### src/hw/rtl/bas_pkg.sv
package bas_pkg;

  localparam int SAMPLE_W = 8;
  localparam int COUNT_W  = 7;
  localparam int SUM_W    = 14;
  localparam int POS_W    = 6;
  localparam int DIV_W    = 4;

  typedef struct packed {
    logic [COUNT_W-1:0]  count;
    logic [SUM_W-1:0]    sum;
    logic                dropped;
    logic [SAMPLE_W-1:0] maxv;
    logic [SAMPLE_W-1:0] minv;
  } run_desc_t;

endpackage

### src/hw/rtl/byte_array_statistics_sorter_core.sv
// Collects unsigned bytes, one per request, and on the request marked last
// emits the set in descending order with its maximum, minimum, truncated mean
// and median on every result. A request is taken at a rising edge with start
// high and busy low; each result shows for exactly one cycle under strobe and
// the receiver cannot hold it off. Bytes can be collected back to back while
// busy is low. After the last byte of an n-byte set, busy stays high through
// the mean division, then a ranking pass that reads every stored byte once per
// element through the sample store's single read port, then a read of the
// median, then the n results, one per cycle. Bytes beyond MAX_COUNT are
// dropped and flagged as overflow.
module byte_array_statistics_sorter_core #(
  parameter int MAX_COUNT = 64
) (
  input  logic                         clk,
  input  logic                         rst,
  input  logic                         start,
  output logic                         busy,
  input  logic [bas_pkg::SAMPLE_W-1:0] sample,
  input  logic                         last_sample,
  output logic                         strobe,
  output logic [bas_pkg::SAMPLE_W-1:0] sorted_value,
  output logic [bas_pkg::POS_W-1:0]    position,
  output logic [bas_pkg::SAMPLE_W-1:0] max_value,
  output logic [bas_pkg::SAMPLE_W-1:0] min_value,
  output logic [bas_pkg::SAMPLE_W-1:0] mean_value,
  output logic [bas_pkg::SAMPLE_W-1:0] median_value,
  output logic                         overflow,
  output logic                         last_result
);

  localparam int AW = (MAX_COUNT > 1) ? $clog2(MAX_COUNT) : 1;

  logic                         accept;
  logic                         store_we;
  logic [AW-1:0]                store_waddr;
  logic [bas_pkg::SAMPLE_W-1:0] store_wdata;
  logic [AW-1:0]                store_raddr;
  logic [bas_pkg::SAMPLE_W-1:0] store_rdata;
  logic                         push;
  bas_pkg::run_desc_t           push_desc;
  logic                         pop;
  bas_pkg::run_desc_t           pop_desc;
  logic                         q_empty;
  logic                         back_active;

  // the store is shared, so a new set waits until the run has been emitted
  assign busy   = !q_empty || back_active;
  assign accept = start && !busy;

  bas_front #(
    .MAX_COUNT(MAX_COUNT)
  ) u_front (
    .clk        (clk),
    .rst        (rst),
    .accept     (accept),
    .sample     (sample),
    .last_sample(last_sample),
    .store_we   (store_we),
    .store_waddr(store_waddr),
    .store_wdata(store_wdata),
    .push       (push),
    .push_desc  (push_desc)
  );

  bas_ram #(
    .WIDTH(bas_pkg::SAMPLE_W),
    .DEPTH(MAX_COUNT)
  ) u_sample_ram (
    .clk  (clk),
    .we   (store_we),
    .waddr(store_waddr),
    .wdata(store_wdata),
    .raddr(store_raddr),
    .rdata(store_rdata)
  );

  bas_queue u_queue (
    .clk      (clk),
    .rst      (rst),
    .push     (push),
    .push_desc(push_desc),
    .pop      (pop),
    .pop_desc (pop_desc),
    .empty    (q_empty)
  );

  bas_back #(
    .MAX_COUNT(MAX_COUNT)
  ) u_back (
    .clk         (clk),
    .rst         (rst),
    .q_empty     (q_empty),
    .q_desc      (pop_desc),
    .q_pop       (pop),
    .store_raddr (store_raddr),
    .store_rdata (store_rdata),
    .active      (back_active),
    .strobe      (strobe),
    .sorted_value(sorted_value),
    .position    (position),
    .max_value   (max_value),
    .min_value   (min_value),
    .mean_value  (mean_value),
    .median_value(median_value),
    .overflow    (overflow),
    .last_result (last_result)
  );

endmodule

### src/hw/rtl/bas_ram.sv
module bas_ram #(
  parameter int WIDTH = 8,
  parameter int DEPTH = 64
) (
  input  logic                                       clk,
  input  logic                                       we,
  input  logic [(DEPTH > 1 ? $clog2(DEPTH) : 1)-1:0] waddr,
  input  logic [WIDTH-1:0]                           wdata,
  input  logic [(DEPTH > 1 ? $clog2(DEPTH) : 1)-1:0] raddr,
  output logic [WIDTH-1:0]                           rdata
);

  logic [WIDTH-1:0] mem [DEPTH];

  always_ff @(posedge clk) begin
    if (we) begin
      mem[waddr] <= wdata;
    end
    rdata <= mem[raddr];
  end

endmodule

### src/hw/rtl/bas_queue.sv
module bas_queue (
  input  logic               clk,
  input  logic               rst,
  input  logic               push,
  input  bas_pkg::run_desc_t push_desc,
  input  logic               pop,
  output bas_pkg::run_desc_t pop_desc,
  output logic               empty
);

  bas_pkg::run_desc_t entries [2];
  logic               wr_ptr;
  logic               rd_ptr;
  logic [1:0]         fill;

  assign empty    = (fill == 2'd0);
  assign pop_desc = entries[rd_ptr];

  always_ff @(posedge clk) begin
    if (rst) begin
      wr_ptr <= 1'b0;
      rd_ptr <= 1'b0;
      fill   <= 2'd0;
    end else begin
      if (push && fill != 2'd2) begin
        entries[wr_ptr] <= push_desc;
        wr_ptr          <= ~wr_ptr;
      end
      if (pop && !empty) begin
        rd_ptr <= ~rd_ptr;
      end
      priority if ((push && fill != 2'd2) && !(pop && !empty)) begin
        fill <= fill + 2'd1;
      end else if (!(push && fill != 2'd2) && (pop && !empty)) begin
        fill <= fill - 2'd1;
      end else begin
        fill <= fill;
      end
    end
  end

endmodule

### src/hw/rtl/bas_front.sv
module bas_front #(
  parameter int MAX_COUNT = 64
) (
  input  logic                                               clk,
  input  logic                                               rst,
  input  logic                                               accept,
  input  logic [bas_pkg::SAMPLE_W-1:0]                       sample,
  input  logic                                               last_sample,
  output logic                                               store_we,
  output logic [(MAX_COUNT > 1 ? $clog2(MAX_COUNT) : 1)-1:0] store_waddr,
  output logic [bas_pkg::SAMPLE_W-1:0]                       store_wdata,
  output logic                                               push,
  output bas_pkg::run_desc_t                                 push_desc
);

  localparam int AW = (MAX_COUNT > 1) ? $clog2(MAX_COUNT) : 1;

  logic [bas_pkg::COUNT_W-1:0]  count;
  logic [bas_pkg::SUM_W-1:0]    sum;
  logic                         dropped;
  logic [bas_pkg::SAMPLE_W-1:0] maxv;
  logic [bas_pkg::SAMPLE_W-1:0] minv;

  logic                         room;
  bas_pkg::run_desc_t           desc_next;

  assign room = (count < bas_pkg::COUNT_W'(MAX_COUNT));

  assign store_we    = accept && room;
  assign store_waddr = count[AW-1:0];
  assign store_wdata = sample;

  // collection state as it stands after this request
  always_comb begin
    desc_next.count   = count;
    desc_next.sum     = sum;
    desc_next.dropped = dropped;
    desc_next.maxv    = maxv;
    desc_next.minv    = minv;
    if (room) begin
      desc_next.count = count + bas_pkg::COUNT_W'(1);
      desc_next.sum   = sum + bas_pkg::SUM_W'(sample);
      if (count == '0 || sample > maxv) begin
        desc_next.maxv = sample;
      end
      if (count == '0 || sample < minv) begin
        desc_next.minv = sample;
      end
    end else begin
      desc_next.dropped = 1'b1;
    end
  end

  assign push      = accept && last_sample;
  assign push_desc = desc_next;

  always_ff @(posedge clk) begin
    if (rst) begin
      count   <= '0;
      sum     <= '0;
      dropped <= 1'b0;
      maxv    <= '0;
      minv    <= '0;
    end else if (accept) begin
      if (last_sample) begin
        count   <= '0;
        sum     <= '0;
        dropped <= 1'b0;
      end else begin
        count   <= desc_next.count;
        sum     <= desc_next.sum;
        dropped <= desc_next.dropped;
        maxv    <= desc_next.maxv;
        minv    <= desc_next.minv;
      end
    end
  end

endmodule

### src/hw/rtl/bas_back.sv
module bas_back #(
  parameter int MAX_COUNT = 64
) (
  input  logic                                               clk,
  input  logic                                               rst,
  input  logic                                               q_empty,
  input  bas_pkg::run_desc_t                                 q_desc,
  output logic                                               q_pop,
  output logic [(MAX_COUNT > 1 ? $clog2(MAX_COUNT) : 1)-1:0] store_raddr,
  input  logic [bas_pkg::SAMPLE_W-1:0]                       store_rdata,
  output logic                                               active,
  output logic                                               strobe,
  output logic [bas_pkg::SAMPLE_W-1:0]                       sorted_value,
  output logic [bas_pkg::POS_W-1:0]                          position,
  output logic [bas_pkg::SAMPLE_W-1:0]                       max_value,
  output logic [bas_pkg::SAMPLE_W-1:0]                       min_value,
  output logic [bas_pkg::SAMPLE_W-1:0]                       mean_value,
  output logic [bas_pkg::SAMPLE_W-1:0]                       median_value,
  output logic                                               overflow,
  output logic                                               last_result
);

  localparam int AW = (MAX_COUNT > 1) ? $clog2(MAX_COUNT) : 1;

  typedef enum logic [3:0] {
    S_IDLE, S_DIV, S_LOADI, S_SCAN0, S_SCAN, S_MED, S_MEDW, S_EMIT0, S_EMIT
  } state_t;

  state_t                       state;
  bas_pkg::run_desc_t           run;
  logic [bas_pkg::COUNT_W-1:0]  i;
  logic [bas_pkg::COUNT_W-1:0]  j;
  logic [bas_pkg::COUNT_W-1:0]  jr;
  logic [bas_pkg::COUNT_W-1:0]  rank;
  logic [bas_pkg::SAMPLE_W-1:0] cur;
  logic [bas_pkg::SAMPLE_W-1:0] median;
  logic [bas_pkg::SUM_W-1:0]    div_q;
  logic [bas_pkg::COUNT_W:0]    div_rem;
  logic [bas_pkg::DIV_W-1:0]    div_cnt;

  logic [bas_pkg::COUNT_W:0]    trial;
  logic                         trial_ge;
  logic                         rank_inc;
  logic [bas_pkg::COUNT_W-1:0]  rank_next;
  logic [bas_pkg::COUNT_W-1:0]  n_last;

  logic                         srt_we;
  logic [AW-1:0]                srt_waddr;
  logic [AW-1:0]                srt_raddr;
  logic [bas_pkg::SAMPLE_W-1:0] srt_rdata;

  bas_ram #(
    .WIDTH(bas_pkg::SAMPLE_W),
    .DEPTH(MAX_COUNT)
  ) u_sorted_ram (
    .clk  (clk),
    .we   (srt_we),
    .waddr(srt_waddr),
    .wdata(cur),
    .raddr(srt_raddr),
    .rdata(srt_rdata)
  );

  // restoring division step
  assign trial    = {div_rem[bas_pkg::COUNT_W-1:0], div_q[bas_pkg::SUM_W-1]};
  assign trial_ge = (trial >= {1'b0, run.count});

  // rank counts larger elements and equal ones stored earlier
  assign rank_inc  = (store_rdata > cur) || ((store_rdata == cur) && (jr < i));
  assign rank_next = rank + bas_pkg::COUNT_W'(rank_inc);
  assign n_last    = run.count - bas_pkg::COUNT_W'(1);

  assign active      = (state != S_IDLE);
  assign q_pop       = (state == S_IDLE) && !q_empty;
  assign store_raddr = (state == S_LOADI) ? i[AW-1:0] : j[AW-1:0];
  assign srt_we      = (state == S_SCAN) && (jr == n_last);
  assign srt_waddr   = rank_next[AW-1:0];
  assign srt_raddr   = (state == S_MED) ? run.count[AW:1] : j[AW-1:0];

  always_ff @(posedge clk) begin
    if (rst) begin
      state  <= S_IDLE;
      strobe <= 1'b0;
    end else begin
      strobe <= 1'b0;
      unique case (state)
        S_IDLE: begin
          if (!q_empty) begin
            run     <= q_desc;
            div_q   <= q_desc.sum;
            div_rem <= '0;
            div_cnt <= '0;
            state   <= S_DIV;
          end
        end
        S_DIV: begin
          div_q   <= {div_q[bas_pkg::SUM_W-2:0], trial_ge};
          div_rem <= trial_ge ? (trial - {1'b0, run.count}) : trial;
          div_cnt <= div_cnt + bas_pkg::DIV_W'(1);
          if (div_cnt == bas_pkg::DIV_W'(bas_pkg::SUM_W - 1)) begin
            i     <= '0;
            state <= S_LOADI;
          end
        end
        S_LOADI: begin
          j     <= '0;
          state <= S_SCAN0;
        end
        S_SCAN0: begin
          cur   <= store_rdata;
          jr    <= '0;
          j     <= bas_pkg::COUNT_W'(1);
          rank  <= '0;
          state <= S_SCAN;
        end
        S_SCAN: begin
          rank <= rank_next;
          jr   <= j;
          j    <= j + bas_pkg::COUNT_W'(1);
          if (jr == n_last) begin
            i <= i + bas_pkg::COUNT_W'(1);
            if (i == n_last) begin
              state <= S_MED;
            end else begin
              state <= S_LOADI;
            end
          end
        end
        S_MED: begin
          state <= S_MEDW;
        end
        S_MEDW: begin
          median <= srt_rdata;
          j      <= '0;
          state  <= S_EMIT0;
        end
        S_EMIT0: begin
          jr    <= '0;
          j     <= bas_pkg::COUNT_W'(1);
          state <= S_EMIT;
        end
        S_EMIT: begin
          strobe       <= 1'b1;
          sorted_value <= srt_rdata;
          position     <= jr[bas_pkg::POS_W-1:0];
          max_value    <= run.maxv;
          min_value    <= run.minv;
          mean_value   <= div_q[bas_pkg::SAMPLE_W-1:0];
          median_value <= median;
          overflow     <= run.dropped;
          last_result  <= (jr == n_last);
          jr           <= j;
          j            <= j + bas_pkg::COUNT_W'(1);
          if (jr == n_last) begin
            state <= S_IDLE;
          end
        end
        default: begin
          state <= S_IDLE;
        end
      endcase
    end
  end

endmodule

### config.mk
export PLATFORM = sky130hd
export DESIGN_NAME = byte_array_statistics_sorter_core
export DESIGN_NICKNAME = d
export VERILOG_FILES = /design/src/hw/rtl/bas_pkg.sv /design/src/hw/rtl/byte_array_statistics_sorter_core.sv /design/src/hw/rtl/bas_ram.sv /design/src/hw/rtl/bas_queue.sv /design/src/hw/rtl/bas_front.sv /design/src/hw/rtl/bas_back.sv
export SDC_FILE = /design/constraint.sdc
export NUM_CORES = 2
export LEC_CHECK = 0
export BUFFER_PORTS_ARGS = -buffer_cell sky130_fd_sc_hd__clkbuf_2
export CAP_MARGIN = 25
export CORE_AREA = 2 2 299 301
export CTS_BUF_LIST = sky130_fd_sc_hd__clkbuf_16
export DETAILED_ROUTE_END_ITERATION = 10
export DIE_AREA = 0 0 301 303
export GPL_TIMING_DRIVEN = 0
export PLACE_DENSITY = 0.84
export SLEW_MARGIN = 20
export SYNTH_ARGS = -nofsm -noshare
export SYNTH_HDL_FRONTEND = slang
export SYNTH_SLANG_ARGS = --single-unit
### constraint.sdc
create_clock -name clk -period 11 [get_ports clk]
set_clock_uncertainty 0.15 [all_clocks]
set_input_delay 2.2 -clock clk [delete_from_list [all_inputs] [get_ports clk]]
set_output_delay 2.2 -clock clk [all_outputs]
set_load 0.05 [all_outputs]
**Word level (Yosys, flattened, before mapping)**

Memory sizes are Yosys's and may differ from the RTL's. A register that Yosys moved wholly into a read port is not among the register bits.
Index checks and enable logic that the tools add are counted.

- Memories: 3
- Memory bits (writable): 1100
- Register bits after elaboration: 188
- Output and inout bits: 50
- Input bits: 12

- Bitwise gates (word level): 5
- Equal/unequal tests: 17
- Reduce and logical (&&, ||, !) cells: 42
- Multiplexer cells: 41
- Add/subtract/negate cells: 10
- Order comparisons: 6

Memory list:

| memory | depth | bits a word | rd ports | clocked after memory_dff | write ports | RTL line | text |
|---|---|---|---|---|---|---|---|
| u_back.u_sorted_ram.mem | 64 | 8 | 1 | 1 | 1 | bas_ram.sv:13 | `logic [WIDTH-1:0] mem [DEPTH];` |
| u_sample_ram.mem | 64 | 8 | 1 | 1 | 1 | bas_ram.sv:13 |  |
| u_queue.entries | 2 | 38 | 1 | 1 | 1 | bas_queue.sv:11 | `bas_pkg::run_desc_t entries [2];` |

Operators by type and width:

| operator | count |
|---|---|
| $pmux 7 s2 | 4 |
| $pmux 4 s9 | 1 |
| $mux 7 | 5 |
| $mux 14 | 2 |
| $pmux 14 s2 | 1 |
| $add 7x1->7 const B | 3 |
| $mux 21 | 1 |
| $pmux 7 s3 | 1 |
| $mux 4 | 5 |
| $eq 4x3->1 const B | 4 |
| $gt 8x8->1 | 2 |
| $mux 16 | 1 |
| $mux 8 | 2 |
| $add 14x8->14 | 1 |
| $eq 7x7->1 | 2 |
| $reduce_and 2->1 | 7 |
| $mux 1 | 12 |
| $mux 6 | 2 |
| $logic_and 1x1->1 | 10 |
| $reduce_bool 2->1 | 5 |
| $eq 4x2->1 const B | 2 |
| $eq 4x4->1 const B | 2 |
| $eq 8x8->1 | 1 |
| $ge 8x7->1 | 1 |
| other kinds (26) | 44 |

**Longest topological paths before layout**

- Word-level depth: 11
- Mapped depth: 17
- Depth with buffers taken out: 17

**Cells and area by module**

A second synthesis with hierarchy kept.

- Cells, all modules: 2881
- Area total of the unflattened synthesis: 52865.7 µm²

Modules (own cells, without submodules):

| module | cells an instance | area each (µm²) | times used |
|---|---|---|---|
| bas_ram | 940 | 20166.8 | 2 |
| bas_back | 477 | 6485.0 | 1 |
| bas_front | 378 | 3070.4 | 1 |
| bas_queue | 144 | 2961.6 | 1 |
| byte_array_statistics_sorter_core | 2 | 15.0 | 1 |

**Worst setup path before layout**

OpenSTA, ideal clock, no wires.

- Kind: input -> register
- Start: input port rst
- End: memory u_queue.entries[0][0] (netlist bit), enable pin
- Slack: 5.105 ns
- Stages: 3
- Path buffers: 2
- Arrival: 5.265 ns
- Required time: 10.370 ns
- Path through: clkbuf_1 clkbuf_1 nor3_1

- Longest elaborated chain between the ends: 2

RTL lines:

| item | RTL line | text |
|---|---|---|
| from (decl) | byte_array_statistics_sorter_core.sv:15 | `input logic rst,` |
| $mux 1 | bas_queue.sv:20 | `if (rst) begin` |
| $mux 1 (implied by the code) | bas_queue.sv:26 | `entries[wr_ptr] <= push_desc;` |
| to (decl) | bas_queue.sv:11 |  |

No other way between the ends.

**Worst setup path after layout**

- Start: register u_back.i[1] (netlist bit)
- End: memory u_back.u_sorted_ram.mem[4][1], enable pin

- Longest elaborated chain between the ends: 4

RTL lines:

| item | RTL line | text |
|---|---|---|
| from (decl) | bas_back.sv:31 | `logic [bas_pkg::COUNT_W-1:0] i;` |
| from (signal assigned) | bas_back.sv:121 | `i <= i + bas_pkg::COUNT_W'(1);` |
| $lt 7x7->1 | bas_back.sv:69 | `assign rank_inc = (store_rdata > cur) \|\| ((store_rdata == cur) && (jr < i));` |
| $logic_and 1x1->1 | bas_back.sv:69 |  |
| $logic_or 1x1->1 | bas_back.sv:69 |  |
| $add 7x1->7 | bas_back.sv:70 | `assign rank_next = rank + bas_pkg::COUNT_W'(rank_inc);` |
| to (decl) | bas_ram.sv:13 |  |

No other way between the ends.

==> flow_summary.ini <==
[route]
drt_wl_total_microns = 139000
avgViaCountPerCell = 6.58
antenna_left = 0
dr.pass1.iters = 8
num_vias = 34300
drc = 0
wl_per_cell_microns = 26.7
drtIter0Drc = 5547

[synth]
synth_area_leaders = edfxtp_1 (71%), nand2_1 (5.4%), mux2i_1 (4.0%)
synth_cell_types = 66
yosysWarningCount = 0
synth_area_per_cell_sq_um = 14.1
synth_nets = 3787
synth_flop_cell = edfxtp_1
syn_inst = 3719
synth.cell_area_sq_um = 52400
yosys.area.top_type_share = 0.710
synth_seq_cells = 1304
yosysTopAreaCell = edfxtp_1
yosysSeqAreaShare = 0.734
async_reset_ff_frac = 0
synth_edf_count = 1240

[worst_setup_path]
critPathMaxStageDelay_ns = 0.82
end_kind = register
path_cells = inv_1 -> ha_1 -> a21o_1 -> a21o_1 -> a21o_1 -> a211oi_1 -> o21ai_0 -> o21ai_0 -> ha_1 -> and3_1 -> nand3_1 -> xor2_1 -> inv_1 -> nor3_1 -> nand2_1 -> nor2_1
crit_required_ns = 11.15
crit_type = reg -> reg
r2r-start = u_back.i[1]
r2r-end = u_back.u_sorted_ram.mem[4][1]
reg2reg_depth = 16
path_common_cell = a21o_1
cp.arrival_ns = 5.82
cp-start-kind = register
rrSetupSlack_ns = 5.34
cpMaxStageDelayCell = nor2_1
path_max_fanout = 8

[placed_design]
post_dp_cell_area_sq_um = 55000
numPortBuffers = 60
hpwlAfterDp_microns = 91600
place_congestion = 1.00
place_worst_setup_slack_ns = 5.77
placedCellCount = 4990

[timing]
final-hold-violation-count = 0
rsz0062_at_grt = false
fmax_mhz = 177
worst_slew_pin_slew_ns = 1.12
slew_headroom = 0.250
finalSetupTns_ns = 0
fin_crit_ns = 5.66
hold_ws_ns = 0.269
setup_ws_ns = 5.34
final_max_slew_viol_count = 0
setup_viol = 0
final.period_utilization = 0.515

[clock_tree]
ctsResizeCount = 0
clk_latency_ns = 0.74
cts.clk_slew.worst_paths_ns = 0.06
cts_tree = built
cts_num_sinks = 1304
post_cts_buffers = 0
cts_max_path_buffers = 3
cts_hold_buffers = 0
cts_max_level = 3
cts-root-buf = clkbuf_16
cts_buffers = 120

[final_layout]
diodes = 0
drive_above_1_share = 0.107
fin_area_sq_um = 59000
area_delta_synth_final_pct = 12.5
fillers = 5561
nNetsFinal = 4016
fin_cells = 5215
fin_util = 0.671

[grt]
grt_pass1_vias = 33500
grt_overflow = 0
grt_pass1_wl_microns = 205000
grt_usage = 0.303
antenna_found_initial = 4
grt_max_degree = 72

[min_path]
min_to = u_back.max_value[7]
holdPathStages = 0
min-delay-start = u_back.run[15]
worstHoldPathType = reg -> reg

[pwr]
power_density_nw_per_um2 = 199
p_leak_nw = 20.6
power_mw = 11.8
peakVddDrop_mv = 0.208

[floorplan]
rows = 109
start_util = 0.596
die_h_microns = 303
die_w_microns = 301
core_area_sq_um = 88000
boundaryPins = 62
die_area_sq_um = 91200

[job]
cap_violations = 0

[run_status]
status = completed
## worst max-delay path, delay by kind of cell (launching register included)
family	cells	cell delay [ns]
and+or+nand+nor	5	2.10
AOI/OAI and AO/OA	6	1.32
DFF	1	0.56
adders and majority gates	2	0.54
buffers and inverters	2	0.28
xor gates and xnor gates	1	0.27
## where the power goes
| group | total, mW | switching (mW) | leakage, nW | internal [mW] |
|---|---|---|---|---|
| Combinational | 1.82 | 1.27 | 6.79 | 0.552 |
| Clock | 4.25 | 1.86 | 2.07 | 2.39 |
| Sequential | 5.70 | 0.0876 | 11.7 | 5.61 |
| Total | 11.8 | 3.21 | 20.6 | 8.56 |
## sequential cells by signal, summed over array words and instances (netlist names), 8 cells and up, named ones only
register                   flops
u_back.u_sorted_ram.mem      512
u_sample_ram.mem             512
u_queue.entries               76
u_back.run                    24
u_back.div_q                  14
u_front.sum                   14
u_back.cur                     8
u_back.max_value               8
u_back.mean_value              8
u_back.median                  8
u_back.median_value            8
u_back.min_value               8
u_back.sorted_value            8
u_back.u_sorted_ram.rdata      8
u_front.maxv                   8
u_front.minv                   8
u_sample_ram.rdata             8
## worst max path at each step
stage	slack, ns	cells after the start	endpoint	from
2_1_floorplan	5.10	3	u_queue.entries[0][0]	rst
3_3_place_gp	3.10	3	u_queue.entries[0][20]	rst
3_5_place_dp	5.77	11	u_queue.entries[1][25]	sample[0]
4_1_cts	5.57	16	u_back.u_sorted_ram.mem[4][1]	u_back.i[0]
5_1_grt	5.08	16	u_back.u_sorted_ram.mem[14][0]	u_back.i[0]
6_report	5.34	16	u_back.u_sorted_ram.mem[4][1]	u_back.i[1]
## cell families (layout without fill, tap and decap cells)
family / after synthesis / in the layout / synth area share
buffers and inverters: 256 / 587 / 0.0209
multiplexers: 259 / 259 / 0.0507
adder cells (fa/ha/maj): 56 / 56 / 0.0136
XOR/XNOR: 57 / 57 / 0.0106
AND/OR/NAND/NOR: 1353 / 1353 / 0.111
AO/OA/AOI/OAI: 434 / 434 / 0.0586
flip-flops: 1304 / 1304 / 0.734
## placed cells by master, fill, tap and decap left out, types with 26 or more instances in the layout
master / instances
a21oi_1: 30
a31oi_1: 172
a32oi_1: 107
and3_1: 73
buf_2: 62
clkbuf_1: 115
clkbuf_16: 123
clkbuf_2: 52
clkinv_2: 29
dfxtp_1: 64
edfxtp_1: 1240
ha_1: 54
inv_1: 76
mux2_2: 45
mux2i_1: 212
nand2_1: 758
nand3_1: 163
nand4_1: 26
nor2_1: 221
o21ai_0: 47
xnor2_1: 30
## cell type report
class / instances / area, sq um / area share
Buffer: 200 / 886 / 0.0150
Clock buffer: 123 / 3080 / 0.0521
Clock inverter: 101 / 980 / 0.0166
Inverter: 56 / 210 / 0.00356
Multi-Input combinational cell: 2159 / 12900 / 0.218
Sequential cell: 1304 / 38500 / 0.653
Tap cell: 1165 / 1460 / 0.0247
Timing Repair Buffer: 107 / 1020 / 0.0172
## synthesized netlist by cell type, drive strengths merged, types with 3 or more instances
cell type,count
and4,3
nand3,163
mux2,46
or3,8
edfxtp,1240
clkbuf,115
nor2b,11
nand2b,20
nor4,4
and3,74
xnor3,4
dfxtp,64
a2111oi,3
a32o,3
buf,85
nor3,25
o21bai,4
nor2,223
a21oi,30
nand2,758
a32oi,107
or4,4
a31oi,172
a22oi,5
a21o,9
a222oi,21
and2,12
xor2,23
or2,7
a211oi,3
xnor2,30
inv,56
o31ai,3
ha,54
nand4,26
o21ai,55
nand3b,4
mux2i,213
or3b,5
nor4b,3
## layer usage
metal	up-vias	wire length, microns	track usage
li1	14400	-	-
met1	16500	47700	0.387
met2	2781	64500	0.483
met3	592	19200	0.0839
met4	6	7910	0.149
met5	-	31	0
Power figures use the tool's default switching activity.
